===== config.mk =====
export PLATFORM = sky130hd
export DESIGN_NAME = matrix_multiply_unit
export DESIGN_NICKNAME = d
export VERILOG_FILES = /design/src/mmu_pkg.sv /design/src/mmu_store.sv /design/src/mmu_mac.sv /design/src/matrix_multiply_unit.sv
export SDC_FILE = /design/constraint.sdc
export NUM_CORES = 2
export LEC_CHECK = 0
export BUFFER_PORTS_ARGS = -buffer_cell sky130_fd_sc_hd__buf_4
export CAP_MARGIN = 20
export CORE_MARGIN = 8
export CORE_UTILIZATION = 63
export DETAILED_ROUTE_END_ITERATION = 12
export GPL_ROUTABILITY_DRIVEN = 0
export GPL_TIMING_DRIVEN = 0
export PLACE_DENSITY = 0.79
export SLEW_MARGIN = 20
export SYNTH_ARGS = -nofsm -noshare
export SYNTH_HDL_FRONTEND = slang
export SYNTH_SLANG_ARGS = --single-unit

===== constraint.sdc =====
create_clock -name clk_i -period 7.3 [get_ports clk_i]
set_clock_uncertainty 0.15 [all_clocks]
set_input_delay 0.73 -clock clk_i [delete_from_list [all_inputs] [get_ports clk_i]]
set_output_delay 0.73 -clock clk_i [all_outputs]
set_load 0.05 [all_outputs]

===== src/mmu_pkg.sv =====
// shared types and constants for the matrix multiply unit
// used by mmu_store, mmu_mac and matrix_multiply_unit; no dependencies
package mmu_pkg;

  localparam int unsigned DIM_DEFAULT = 8;

  localparam int unsigned MODE_W  = 2;
  localparam int unsigned IDX_W   = 3;
  localparam int unsigned ELEM_W  = 16;
  localparam int unsigned PROD_W  = 2 * ELEM_W;
  localparam int unsigned SUM_W   = 35;
  localparam int unsigned CFG_W   = 4;
  localparam int unsigned CFG_IDX_W = 2;

  localparam int unsigned IN_TDATA_W  = 24;
  localparam int unsigned OUT_TDATA_W = 48;

  localparam logic [MODE_W-1:0] MODE_LOAD_FIRST  = 2'd0;
  localparam logic [MODE_W-1:0] MODE_LOAD_SECOND = 2'd1;
  localparam logic [MODE_W-1:0] MODE_START       = 2'd2;

  localparam logic [CFG_IDX_W-1:0] CFG_ROWS_FIRST  = 2'd0;
  localparam logic [CFG_IDX_W-1:0] CFG_INNER_SIZE  = 2'd1;
  localparam logic [CFG_IDX_W-1:0] CFG_COLS_SECOND = 2'd2;

  // travels alongside each store read into the multiply-accumulate pipe
  typedef struct packed {
    logic valid;
    logic first;
    logic last;
  } mmu_tag_t;

endpackage


===== src/mmu_store.sv =====
// element store: one write port, one read port, registered read data
// depends on mmu_pkg for the element width
module mmu_store #(
  parameter int unsigned DEPTH = 64,
  parameter int unsigned AW    = 6
) (
  input  logic                        clk_i,
  input  logic                        we_i,
  input  logic [AW-1:0]               waddr_i,
  input  logic [mmu_pkg::ELEM_W-1:0]  wdata_i,
  input  logic [AW-1:0]               raddr_i,
  output logic [mmu_pkg::ELEM_W-1:0]  rdata_o
);
  import mmu_pkg::*;

  logic [ELEM_W-1:0] mem_q [DEPTH];
  logic [ELEM_W-1:0] rdata_q;

  always_ff @(posedge clk_i) begin
    if (we_i) begin
      mem_q[waddr_i] <= wdata_i;
    end
  end

  always_ff @(posedge clk_i) begin
    rdata_q <= mem_q[raddr_i];
  end

  assign rdata_o = rdata_q;

endmodule


===== src/mmu_mac.sv =====
// multiply-accumulate pipe: registered 16x16 product, then a 35-bit accumulator
// depends on mmu_pkg for widths and the tag struct
module mmu_mac (
  input  logic                               clk_i,
  input  logic                               rst_ni,
  input  mmu_pkg::mmu_tag_t                  tag_i,
  input  logic signed [mmu_pkg::ELEM_W-1:0]  a_i,
  input  logic signed [mmu_pkg::ELEM_W-1:0]  b_i,
  output logic signed [mmu_pkg::SUM_W-1:0]   acc_o,
  output logic                               done_o
);
  import mmu_pkg::*;

  logic signed [PROD_W-1:0] prod_q;
  mmu_tag_t                 tag_q;
  logic signed [SUM_W-1:0]  acc_q;
  logic                     done_q;

  always_ff @(posedge clk_i) begin
    prod_q <= a_i * b_i;
  end

  always_ff @(posedge clk_i or negedge rst_ni) begin
    if (!rst_ni) begin
      tag_q  <= '0;
      done_q <= 1'b0;
      acc_q  <= '0;
    end else begin
      tag_q  <= tag_i;
      done_q <= tag_q.valid && tag_q.last;
      if (tag_q.valid) begin
        // first term of a dot product restarts the sum
        acc_q <= tag_q.first ? SUM_W'(prod_q) : acc_q + SUM_W'(prod_q);
      end
    end
  end

  assign acc_o  = acc_q;
  assign done_o = done_q;

endmodule


===== src/matrix_multiply_unit.sv =====
// matrix multiply unit: loads A and B elements, then streams P = A * B row-major
// a start issues one A and one B read per inner term on the single read port of
// each store; the products pass the read, multiply and accumulate stages, and
// the word is pushed once the sum is done; each further word repeats this, so
// a new word is not begun before the last one is pushed; with inner_size 0 the
// words are zero and go out one per cycle while the consumer takes them
// loads one per cycle while idle; reset clears control and sizes (DIM), not stores
module matrix_multiply_unit #(
  parameter int unsigned DIM = mmu_pkg::DIM_DEFAULT
) (
  input  logic                                clk_i,
  input  logic                                rst_ni,
  input  logic                                s_axis_tvalid,
  output logic                                s_axis_tready,
  // mode[1:0], elem_row[4:2], elem_col[7:5], element_value[23:8]
  input  logic [mmu_pkg::IN_TDATA_W-1:0]      s_axis_tdata,
  output logic                                m_axis_tvalid,
  input  logic                                m_axis_tready,
  // out_row[2:0], out_col[5:3], product_value[40:6], zero fill above
  output logic [mmu_pkg::OUT_TDATA_W-1:0]     m_axis_tdata,
  output logic                                m_axis_tlast,
  input  logic                                cfg_we_i,
  input  logic [mmu_pkg::CFG_IDX_W-1:0]       cfg_idx_i,
  input  logic [mmu_pkg::CFG_W-1:0]           cfg_data_i
);
  import mmu_pkg::*;

  localparam int unsigned IW    = (DIM > 1) ? $clog2(DIM) : 1;
  localparam int unsigned CW    = $clog2(DIM + 1);
  localparam int unsigned DEPTH = DIM * DIM;
  localparam int unsigned AW    = (DEPTH > 1) ? $clog2(DEPTH) : 1;

  typedef enum logic [1:0] {
    ST_IDLE,
    ST_ISSUE,
    ST_WAIT,
    ST_PUSH
  } state_e;

  function automatic logic [CW-1:0] clamp_size(input logic [CFG_W-1:0] v);
    if (int'(v) > DIM) begin
      return CW'(DIM);
    end
    return CW'(v);
  endfunction

  // configuration, kept already clamped to DIM
  logic [CW-1:0] rows_q, inner_q, cols_q;

  always_ff @(posedge clk_i or negedge rst_ni) begin
    if (!rst_ni) begin
      rows_q  <= CW'(DIM);
      inner_q <= CW'(DIM);
      cols_q  <= CW'(DIM);
    end else if (cfg_we_i) begin
      case (cfg_idx_i)
        CFG_ROWS_FIRST:  rows_q  <= clamp_size(cfg_data_i);
        CFG_INNER_SIZE:  inner_q <= clamp_size(cfg_data_i);
        CFG_COLS_SECOND: cols_q  <= clamp_size(cfg_data_i);
        default: ;
      endcase
    end
  end

  // input word
  logic [MODE_W-1:0] in_mode;
  logic [IDX_W-1:0]  in_row, in_col;
  logic [ELEM_W-1:0] in_value;
  logic              in_acc, in_range;

  assign in_mode  = s_axis_tdata[1:0];
  assign in_row   = s_axis_tdata[4:2];
  assign in_col   = s_axis_tdata[7:5];
  assign in_value = s_axis_tdata[23:8];
  assign in_acc   = s_axis_tvalid && s_axis_tready;
  assign in_range = ({1'b0, in_row} < 4'(DIM)) && ({1'b0, in_col} < 4'(DIM));

  // sequencer
  state_e            state_q;
  logic [IW-1:0]     i_q, j_q, k_q;
  logic [CW-1:0]     nr_q, nk_q, nc_q;
  mmu_tag_t          tag_d, tag_q;
  logic              out_valid_q, out_last_q;
  logic [IDX_W-1:0]  out_row_q, out_col_q;
  logic signed [SUM_W-1:0] out_val_q;

  logic i_last, j_last, k_last, out_free, out_load, out_last_d;
  logic [AW-1:0] waddr, raddr_a, raddr_b;
  logic signed [ELEM_W-1:0] rdata_a, rdata_b;
  logic signed [SUM_W-1:0]  mac_acc;
  logic mac_done;

  assign i_last = (CW'(i_q) + CW'(1)) == nr_q;
  assign j_last = (CW'(j_q) + CW'(1)) == nc_q;
  assign k_last = (CW'(k_q) + CW'(1)) == nk_q;
  assign out_free   = !out_valid_q || m_axis_tready;
  assign out_load   = (state_q == ST_PUSH) && out_free;
  assign out_last_d = i_last && j_last;

  assign tag_d.valid = (state_q == ST_ISSUE);
  assign tag_d.first = (k_q == '0);
  assign tag_d.last  = k_last;

  assign waddr   = AW'(in_row) * AW'(DIM) + AW'(in_col);
  assign raddr_a = AW'(i_q) * AW'(DIM) + AW'(k_q);
  assign raddr_b = AW'(k_q) * AW'(DIM) + AW'(j_q);

  assign s_axis_tready = (state_q == ST_IDLE);

  always_ff @(posedge clk_i or negedge rst_ni) begin
    if (!rst_ni) begin
      state_q     <= ST_IDLE;
      i_q         <= '0;
      j_q         <= '0;
      k_q         <= '0;
      nr_q        <= '0;
      nk_q        <= '0;
      nc_q        <= '0;
      tag_q       <= '0;
      out_valid_q <= 1'b0;
      out_last_q  <= 1'b0;
      out_row_q   <= '0;
      out_col_q   <= '0;
      out_val_q   <= '0;
    end else begin
      tag_q <= tag_d;
      case (state_q)
        ST_IDLE: begin
          if (in_acc && in_mode == MODE_START) begin
            nr_q <= rows_q;
            nk_q <= inner_q;
            nc_q <= cols_q;
            i_q  <= '0;
            j_q  <= '0;
            k_q  <= '0;
            if (rows_q != '0 && cols_q != '0) begin
              state_q <= (inner_q == '0) ? ST_PUSH : ST_ISSUE;
            end
          end
        end
        ST_ISSUE: begin
          if (k_last) begin
            k_q     <= '0;
            state_q <= ST_WAIT;
          end else begin
            k_q <= k_q + 1'b1;
          end
        end
        ST_WAIT: begin
          if (mac_done) begin
            state_q <= ST_PUSH;
          end
        end
        ST_PUSH: begin
          if (out_free) begin
            if (out_last_d) begin
              state_q <= ST_IDLE;
            end else begin
              if (j_last) begin
                j_q <= '0;
                i_q <= i_q + 1'b1;
              end else begin
                j_q <= j_q + 1'b1;
              end
              state_q <= (nk_q == '0) ? ST_PUSH : ST_ISSUE;
            end
          end
        end
        default: state_q <= ST_IDLE;
      endcase

      // output word register parts the sequencer from the consumer
      if (out_load) begin
        out_valid_q <= 1'b1;
        out_row_q   <= IDX_W'(i_q);
        out_col_q   <= IDX_W'(j_q);
        out_val_q   <= (nk_q == '0) ? '0 : mac_acc;
        out_last_q  <= out_last_d;
      end else if (m_axis_tready) begin
        out_valid_q <= 1'b0;
      end
    end
  end

  mmu_store #(.DEPTH(DEPTH), .AW(AW)) u_first_store (
    .clk_i   (clk_i),
    .we_i    (in_acc && in_mode == MODE_LOAD_FIRST && in_range),
    .waddr_i (waddr),
    .wdata_i (in_value),
    .raddr_i (raddr_a),
    .rdata_o (rdata_a)
  );

  mmu_store #(.DEPTH(DEPTH), .AW(AW)) u_second_store (
    .clk_i   (clk_i),
    .we_i    (in_acc && in_mode == MODE_LOAD_SECOND && in_range),
    .waddr_i (waddr),
    .wdata_i (in_value),
    .raddr_i (raddr_b),
    .rdata_o (rdata_b)
  );

  mmu_mac u_mac (
    .clk_i  (clk_i),
    .rst_ni (rst_ni),
    .tag_i  (tag_q),
    .a_i    (rdata_a),
    .b_i    (rdata_b),
    .acc_o  (mac_acc),
    .done_o (mac_done)
  );

  assign m_axis_tvalid = out_valid_q;
  assign m_axis_tlast  = out_last_q;
  assign m_axis_tdata  = {{(OUT_TDATA_W - SUM_W - 2 * IDX_W){1'b0}},
                          out_val_q, out_col_q, out_row_q};

  // no store reads in flight while new words are taken
  assert property (@(posedge clk_i) disable iff (!rst_ni)
    s_axis_tready |-> !tag_q.valid)
    else $error("store read in flight while idle");

  // a finished dot product only shows up while the sequencer waits for it
  assert property (@(posedge clk_i) disable iff (!rst_ni)
    mac_done |-> state_q == ST_WAIT)
    else $error("accumulator done outside wait state");

  // a pending output word is never overwritten
  assert property (@(posedge clk_i) disable iff (!rst_ni)
    (out_load && m_axis_tvalid) |-> m_axis_tready)
    else $error("output word overwritten");

  // the marked word ends the run
  assert property (@(posedge clk_i) disable iff (!rst_ni)
    (out_load && out_last_d) |=> state_q == ST_IDLE)
    else $error("run continues after last word");

endmodule

## After elaboration in Yosys (flattened, before gate mapping)

Memory sizes are Yosys's and may differ from the RTL's. A register that Yosys moved wholly into a read port is not among the register bits.
Index checks and enable logic that the tools add are counted.

| word-level totals | value |
|---|---|
| flip-flop bits (word level) | 152 |
| bits in writable memories | 2,048 |
| input bits | 35 |
| logic and storage cells | 123 |
| memories kept | 2 |

Memory list:

| memory | words | width | rd ports | clocked after Yosys merged registers in | write ports | RTL line | text |
|---|---|---|---|---|---|---|---|
| u_first_store.mem_q | 64 | 16 | 1 | 1 | 1 | mmu_store.sv:16 | `logic [ELEM_W-1:0] mem_q [DEPTH];` |
| u_second_store.mem_q | 64 | 16 | 1 | 1 | 1 | mmu_store.sv:16 |  |

| operators by class | value |
|---|---|
| $add $sub $neg | 10 |
| multiply operators | 1 |
| magnitude comparators | 1 |
| equality and inequality tests | 17 |
| muxes and demuxes | 39 |
| reduce and logical (&&, ||, !) cells | 29 |

Operators by type and width:

| kind | number |
|---|---|
| 35-bit two-way mux | 2 |
| 35-bit by 32-bit adder with 35-bit output | 1 |
| 16-bit by 16-bit multiplier with 32-bit output | 1 |
| 3-bit two-way mux | 8 |
| 6-bit by 3-bit adder with 6-bit output | 3 |
| 3-bit case mux with 2 select lines | 3 |
| 2-bit two-way mux | 8 |
| 4-bit two-way mux | 4 |
| 1-bit two-way mux | 13 |
| 3-bit by 1-bit adder with 4-bit output, second input constant | 3 |
| 4-bit equality test | 3 |
| 2-bit AND reduction | 5 |
| 5-bit AND reduction | 2 |
| 3-bit by 1-bit adder with 3-bit output, second input constant | 3 |
| 2-bit equality test, second input constant | 4 |
| 1-bit logical AND | 8 |
| 4-bit logical NOT | 2 |
| 2-bit by 1-bit != test with 1-bit output, second input constant | 4 |
| 2-bit case mux with 4 select lines | 1 |
| 4-bit nonzero test | 2 |
| 2-bit by 1-bit equality test with 1-bit output, second input constant | 3 |
| 2-bit logical NOT | 3 |
| 2-bit != test, second input constant | 3 |
| 2-bit nonzero test | 3 |
| 5 further kinds | 5 |

## Depth between registers and ports, before layout

| depth | value |
|---|---|
| word-level depth | 6 |
| depth in mapped cells | 25 |
| gate-level depth less buffers | 24 |

## Hierarchy

Synthesis repeated with hierarchy kept, for this count alone.

| second synthesis, totals | value |
|---|---|
| cell total of the unflattened synthesis | 5,467 |
| area, all modules | 97,300.8 um2 |

By module, submodules not included:

| module | times used | cells each | area each (um2) | seq. area each (um2) |
|---|---|---|---|---|
| mmu_store | 2 | 1,829 | 40,042.2 | 31,069.8 |
| mmu_mac | 1 | 1,519 | 13,759.4 | 1,616.6 |
| matrix_multiply_unit | 1 | 290 | 3,457.1 | 2,030.7 |

## Worst setup path after synthesis

OpenSTA, ideal clock, no wires.

| timing | value |
|---|---|
| kind | register -> register |
| from | reg u_first_store.rdata_q[15] (netlist: u_first_store.rdata_o[15]) (read register of u_first_store.mem_q) |
| to | reg u_mac.prod_q[31] |
| library setup time | 121 ps |
| data arrival time | 5,832 ps |
| required time | 7,029 ps |
| slack | 1,198 ps |
| stages on the path, launching flop included | 19 |
| clock period less this slack | 6,102 ps |
| cell sequence | dfxtp_1 > clkbuf_1 > nand2_1 > fa_1 > inv_1 > fa_1 > inv_1 > fa_1 > fa_1 > fa_1 > fa_1 > inv_1 > ha_1 > nand3_1 > or3_1 > a31oi_1 > a221o_1 > a21oi_1 > xnor2_1 |

| between the ends | value |
|---|---|
| cells in the longest elaborated chain, start to end | 1 |

Ends and longest elaborated chain:

| item | RTL line | text |
|---|---|---|
| start, declared | mmu_store.sv:17 | `logic [ELEM_W-1:0] rdata_q;` |
| 16-bit by 16-bit multiplier with 32-bit output | mmu_mac.sv:20 | `prod_q <= a_i * b_i;` |
| end signal, assigned | mmu_mac.sv:20 |  |
| end, declared | mmu_mac.sv:14 | `logic signed [PROD_W-1:0] prod_q;` |

Every way passes these cells.
A chain may end at the register's enable or synchronous reset.

## Final worst setup path

| timing | value |
|---|---|
| from | reg u_second_store.rdata_q[11] (netlist: u_second_store.rdata_o[11]) (read register of u_second_store.mem_q) |
| to | reg u_mac.prod_q[31] |

| between the ends | value |
|---|---|
| cells in the longest elaborated chain, start to end | 1 |

Ends and longest elaborated chain:

| item | RTL line |
|---|---|
| start, declared | mmu_store.sv:17 |
| 16-bit by 16-bit multiplier with 32-bit output | mmu_mac.sv:20 |

Every way passes these cells.

==> PnR_summary.wiki <==
{| class="wikitable"
! Metric !! Value
|-
| Via/cell ratio || 6.946
|-
| Clock H-tree levels || 4
|-
| Initial core utilization || 63.53%
|-
| Final setup violation count || 0
|-
| Number of detailed-routing iterations run before antenna repair || 9
|-
| Number of global-route vias before repair || 56141
|-
| Syn Inst Count || 5485
|-
| CP max-delay cell || dfxtp_1
|-
| Number of input and output port buffers inserted || 72
|-
| Most frequent cells after synthesis || 2048 x edfxtp_1, 464 x mux4_2, 327 x inv_1, 290 x nor2_1, 263 x fa_1
|-
| Sequential fraction of the synthesis area || 68.09%
|-
| Endpoint required time on the critical path || 7.86 ns
|-
| Number of buffers inserted by post-CTS setup repair || 0
|-
| Height of the die || 407.6 um
|-
| Data arrival time at the worst-slack endpoint || 7.58 ns
|-
| Number of vias in the routed layout || 56306
|-
| Run status || finished clean
|-
| Area growth from synthesis to final layout || 12.54%
|-
| Number of pins with negative max-slew slack in the final report || 0
|-
| Clock transition time at the flip-flop clock pins of the worst setup and hold paths || 0.06 ns
|-
| Post-synth design cell area || 96610 sq um
|-
| Startpoint of the worst register-to-register path || u_second_store.rdata_o[11]
|-
| I/O pin count || 86
|-
| Hold Startpoint || cfg_data_i[0]
|-
| CP endpoint kind || flop
|-
| Post-synth cell types || 71
|-
| Starting DRC count in detailed routing || 8848
|-
| Cell type contributing the most total cell area after synthesis || edfxtp_1
|-
| Dominant cell by count in the synthesized netlist || edfxtp_1
|-
| CTS root buffer || clkbuf_16
|-
| Critical path peak fanout || 10
|-
| Max clock buf depth || 3
|-
| Buffers plus inverters on the worst setup path || 4
|-
| Net count reported at finish || 6304
|-
| Total clock buffers created by CTS || 209
|-
| Routed wire per std cell || 33.63 um
|-
| Total area of sequential cells || 65790 sq um
|-
| Most repeated library cell on the critical path || fa_1
|-
| Cells traversed along the worst timing path || clkbuf_1 > nand2_1 > fa_1 > inv_1 > fa_1 > fa_1 > fa_1 > fa_1 > inv_1 > fa_1 > inv_1 > ha_1 > and3_1 > nand2b_1 > a311o_1 > a21oi_2 > nand2_1 > a31oi_1 > a221o_1 > a21oi_1 > xnor2_1
|-
| Post-Place Cell Area || 101400 sq um
|-
| Post-detail-place hpwl || 167700 um
|-
| Achievable frequency || 0.1424 GHz
|-
| Worst slew slack as a fraction of its limit || 11.45%
|-
| Worst-margin pin slew || 1.328 ns
|-
| TritonCTS clock tree || built
|-
| Post-layout minimum cycle time || 7.023 ns
|-
| Global-route total usage across every layer || 31.85%
|-
| Final-report hold violation count || 0
|-
| Fraction of layout instances using a drive strength above 1 || 20.68%
|-
| Global-route wire length before repair || 387300 um
|-
| Post-route ant nets || 0
|-
| Synth top area share || 63.65%
|-
| Average size of a mapped cell || 17.61 sq um
|-
| Largest stage delay, worst path || 0.64 ns
|-
| Number of clock sinks || 2232
|-
| Filler instances || 8716
|-
| Number of synthesis warnings || 0
|-
| Leading cell types by total area after synthesis || edfxtp_1 64%, mux4_2 11%, fa_1 5.4%
|-
| Total negative slack || 0 ns
|-
| Setup repair after global routing missed its margin || no
|-
| Post-route clock period utilization || 96.21%
|-
| Placement Rows || 143
|-
| Number of antenna violations at the first check in global routing || 24
|-
| Non-Filler Cell Area, Final || 108700 sq um
|-
| Top flip-flop cell by instance count after synthesis || edfxtp_1
|-
| Asr flop ratio synth || 5.376%
|-
| Multi-input logic area || 28820 sq um
|-
| Placeable core region || 152100 sq um
|-
| Die area || 166100 sq um
|-
| EDFF count, synth || 2048
|-
| Total length of routed wires || 272600 um
|-
| Launching element of the worst setup path || u_second_store.rdata_o[11]
|-
| Horiz. Die Dim || 407.6 um
|-
| Kind of cell with the highest combined delay on the critical path || adder cells
|-
| Congestion Overflow GR || 0
|-
| Number of maximum-capacitance constraint violations || 0
|-
| Nature of the critical path startpoint || flop
|-
| Pin count of the biggest net entering global routing || 129
|-
| Worst hold path class || primary input to flop
|-
| Post-detailed-route DRC marker count || 0
|-
| Type of the worst setup path || flop to flop
|-
| Yosys reg bits || 2232
|-
| Clock network latency to the later pin of the worst-skew pair || 0.87 ns
|}
## routing by layer
metal  global-route usage (%)  vias up  wire length [um]
met4                    14.12       16             15130
met2                    49.26     5073            125200
li1                         -    21987                 -
met5                        0        -               150
met1                    41.96    28249             92250
met3                    10.21      981             39930
## per-stage QoR
stage                     setup WS [ns]  cells  utilization, %  hold WS [ns]
after CTS                       0.01071   8082           71.26       0.01495
after global routing            0.03444   8100           71.49       0.05665
final                            0.2770   8106           71.50       0.05059
after global placement           0.1169   7593           65.57        0.1824
after detailed placement        0.01323   7691           66.66        0.1858
after floorplan                   1.198   5491               -        0.1812
## state kept, by name, indices dropped and copies added, names as in the netlist, 2 cells and up
register                flops
cols_q                      4
i_q                         3
inner_q                     4
j_q                         3
k_q                         3
nc_q                        4
nk_q                        4
nr_q                        4
out_col_q                   3
out_row_q                   3
out_val_q                  35
rows_q                      4
state_q                     2
tag_q                       3
u_first_store.mem_q      1024
u_first_store.rdata_o      16
u_mac.acc_o                35
u_mac.prod_q               32
u_mac.tag_q                 3
u_second_store.mem_q     1024
u_second_store.rdata_o     16
## layout make-up
type	instances	area share, %
flip-flops and latches	2232	60.50
multi-input cells	2654	26.51
clock buffers	254	5.023
well taps	2030	2.336
repair buffers	184	2.007
clock inverters	135	1.392
inverters	330	1.139
plain buffers	275	1.067
diodes	12	0.02762
## worst reg2reg max path: stages, from the launching register on
cell and delay [ns]:
dfxtp_1 0.64, clkbuf_1 0.52, nand2_1 0.18, fa_1 0.54, inv_1 0.06, fa_1 0.55
fa_1 0.46, fa_1 0.47, fa_1 0.49, inv_1 0.05, fa_1 0.49, inv_1 0.04
ha_1 0.33, and3_1 0.22, nand2b_1 0.08, a311o_1 0.39, a21oi_2 0.29, nand2_1 0.13
a31oi_1 0.34, a221o_1 0.24, a21oi_1 0.08, xnor2_1 0.13
## worst paths after layout
path / endpoint / slack, ns / cells after the start
max: u_mac.prod_q[31] / 0.28 / 21
min: cols_q[0] / 0.05 / 3
max reg2reg: u_mac.prod_q[31] / 0.28 / 21
min reg2reg: u_mac.tag_q[0] / 0.20 / 0
max in group asynchronous: rows_q[3] / 5.94 / 3
min in group asynchronous: u_mac.acc_o[5] / 0.28 / 2
## placed cells by master (no fill, tap or decap), drive strengths merged, types with 10 or more instances in the layout
cell / netlist / layout
o2111ai: 15 / 15
nor2: 290 / 290
ha: 120 / 120
dfrtp: 117 / 117
xor2: 22 / 22
mux2i: 214 / 214
dfxtp: 64 / 64
mux4: 464 / 464
nand2b: 22 / 22
clkinv: 1 / 97
and2: 117 / 117
bufinv: 0 / 25
o22ai: 49 / 49
nor4: 37 / 37
a211oi: 23 / 23
a21o: 33 / 33
o21ai: 138 / 138
edfxtp: 2048 / 2048
a31oi: 14 / 14
o21a: 10 / 10
a22o: 35 / 35
nand3: 23 / 23
xnor2: 48 / 48
mux2: 68 / 68
inv: 329 / 338
nor3: 49 / 49
fa: 263 / 263
o221ai: 51 / 51
clkbuf: 173 / 431
a21oi: 184 / 184
diode: 0 / 12
buf: 102 / 280
nand2: 258 / 258
## logic make-up (layout without fill, tap and decap cells)
logic type                 Yosys count  count (layout)  synth area share, %
muxes                              746             746                13.83
and+or+nand+nor                    848             848                4.025
other                                1              19             0.003881
adders and majority gates          383             383                7.004
AOI/OAI and AO/OA                  600             600                3.962
DFF                               2232            2232                68.09
xor gates and xnor gates            70              70               0.6346
buffers and inverters              605            1178                2.453
## timing repair
item | in CTS | in global routing
hold buffers | 2 | 0
resized for setup | 0 | 28
endpoints found under the setup margin | 0 | 4
hold endpoints to repair | 64 | 0
Power is left out: the tool's default activity adds up to more than one toggle a clock period on the data nets, which glitch-free logic cannot reach.
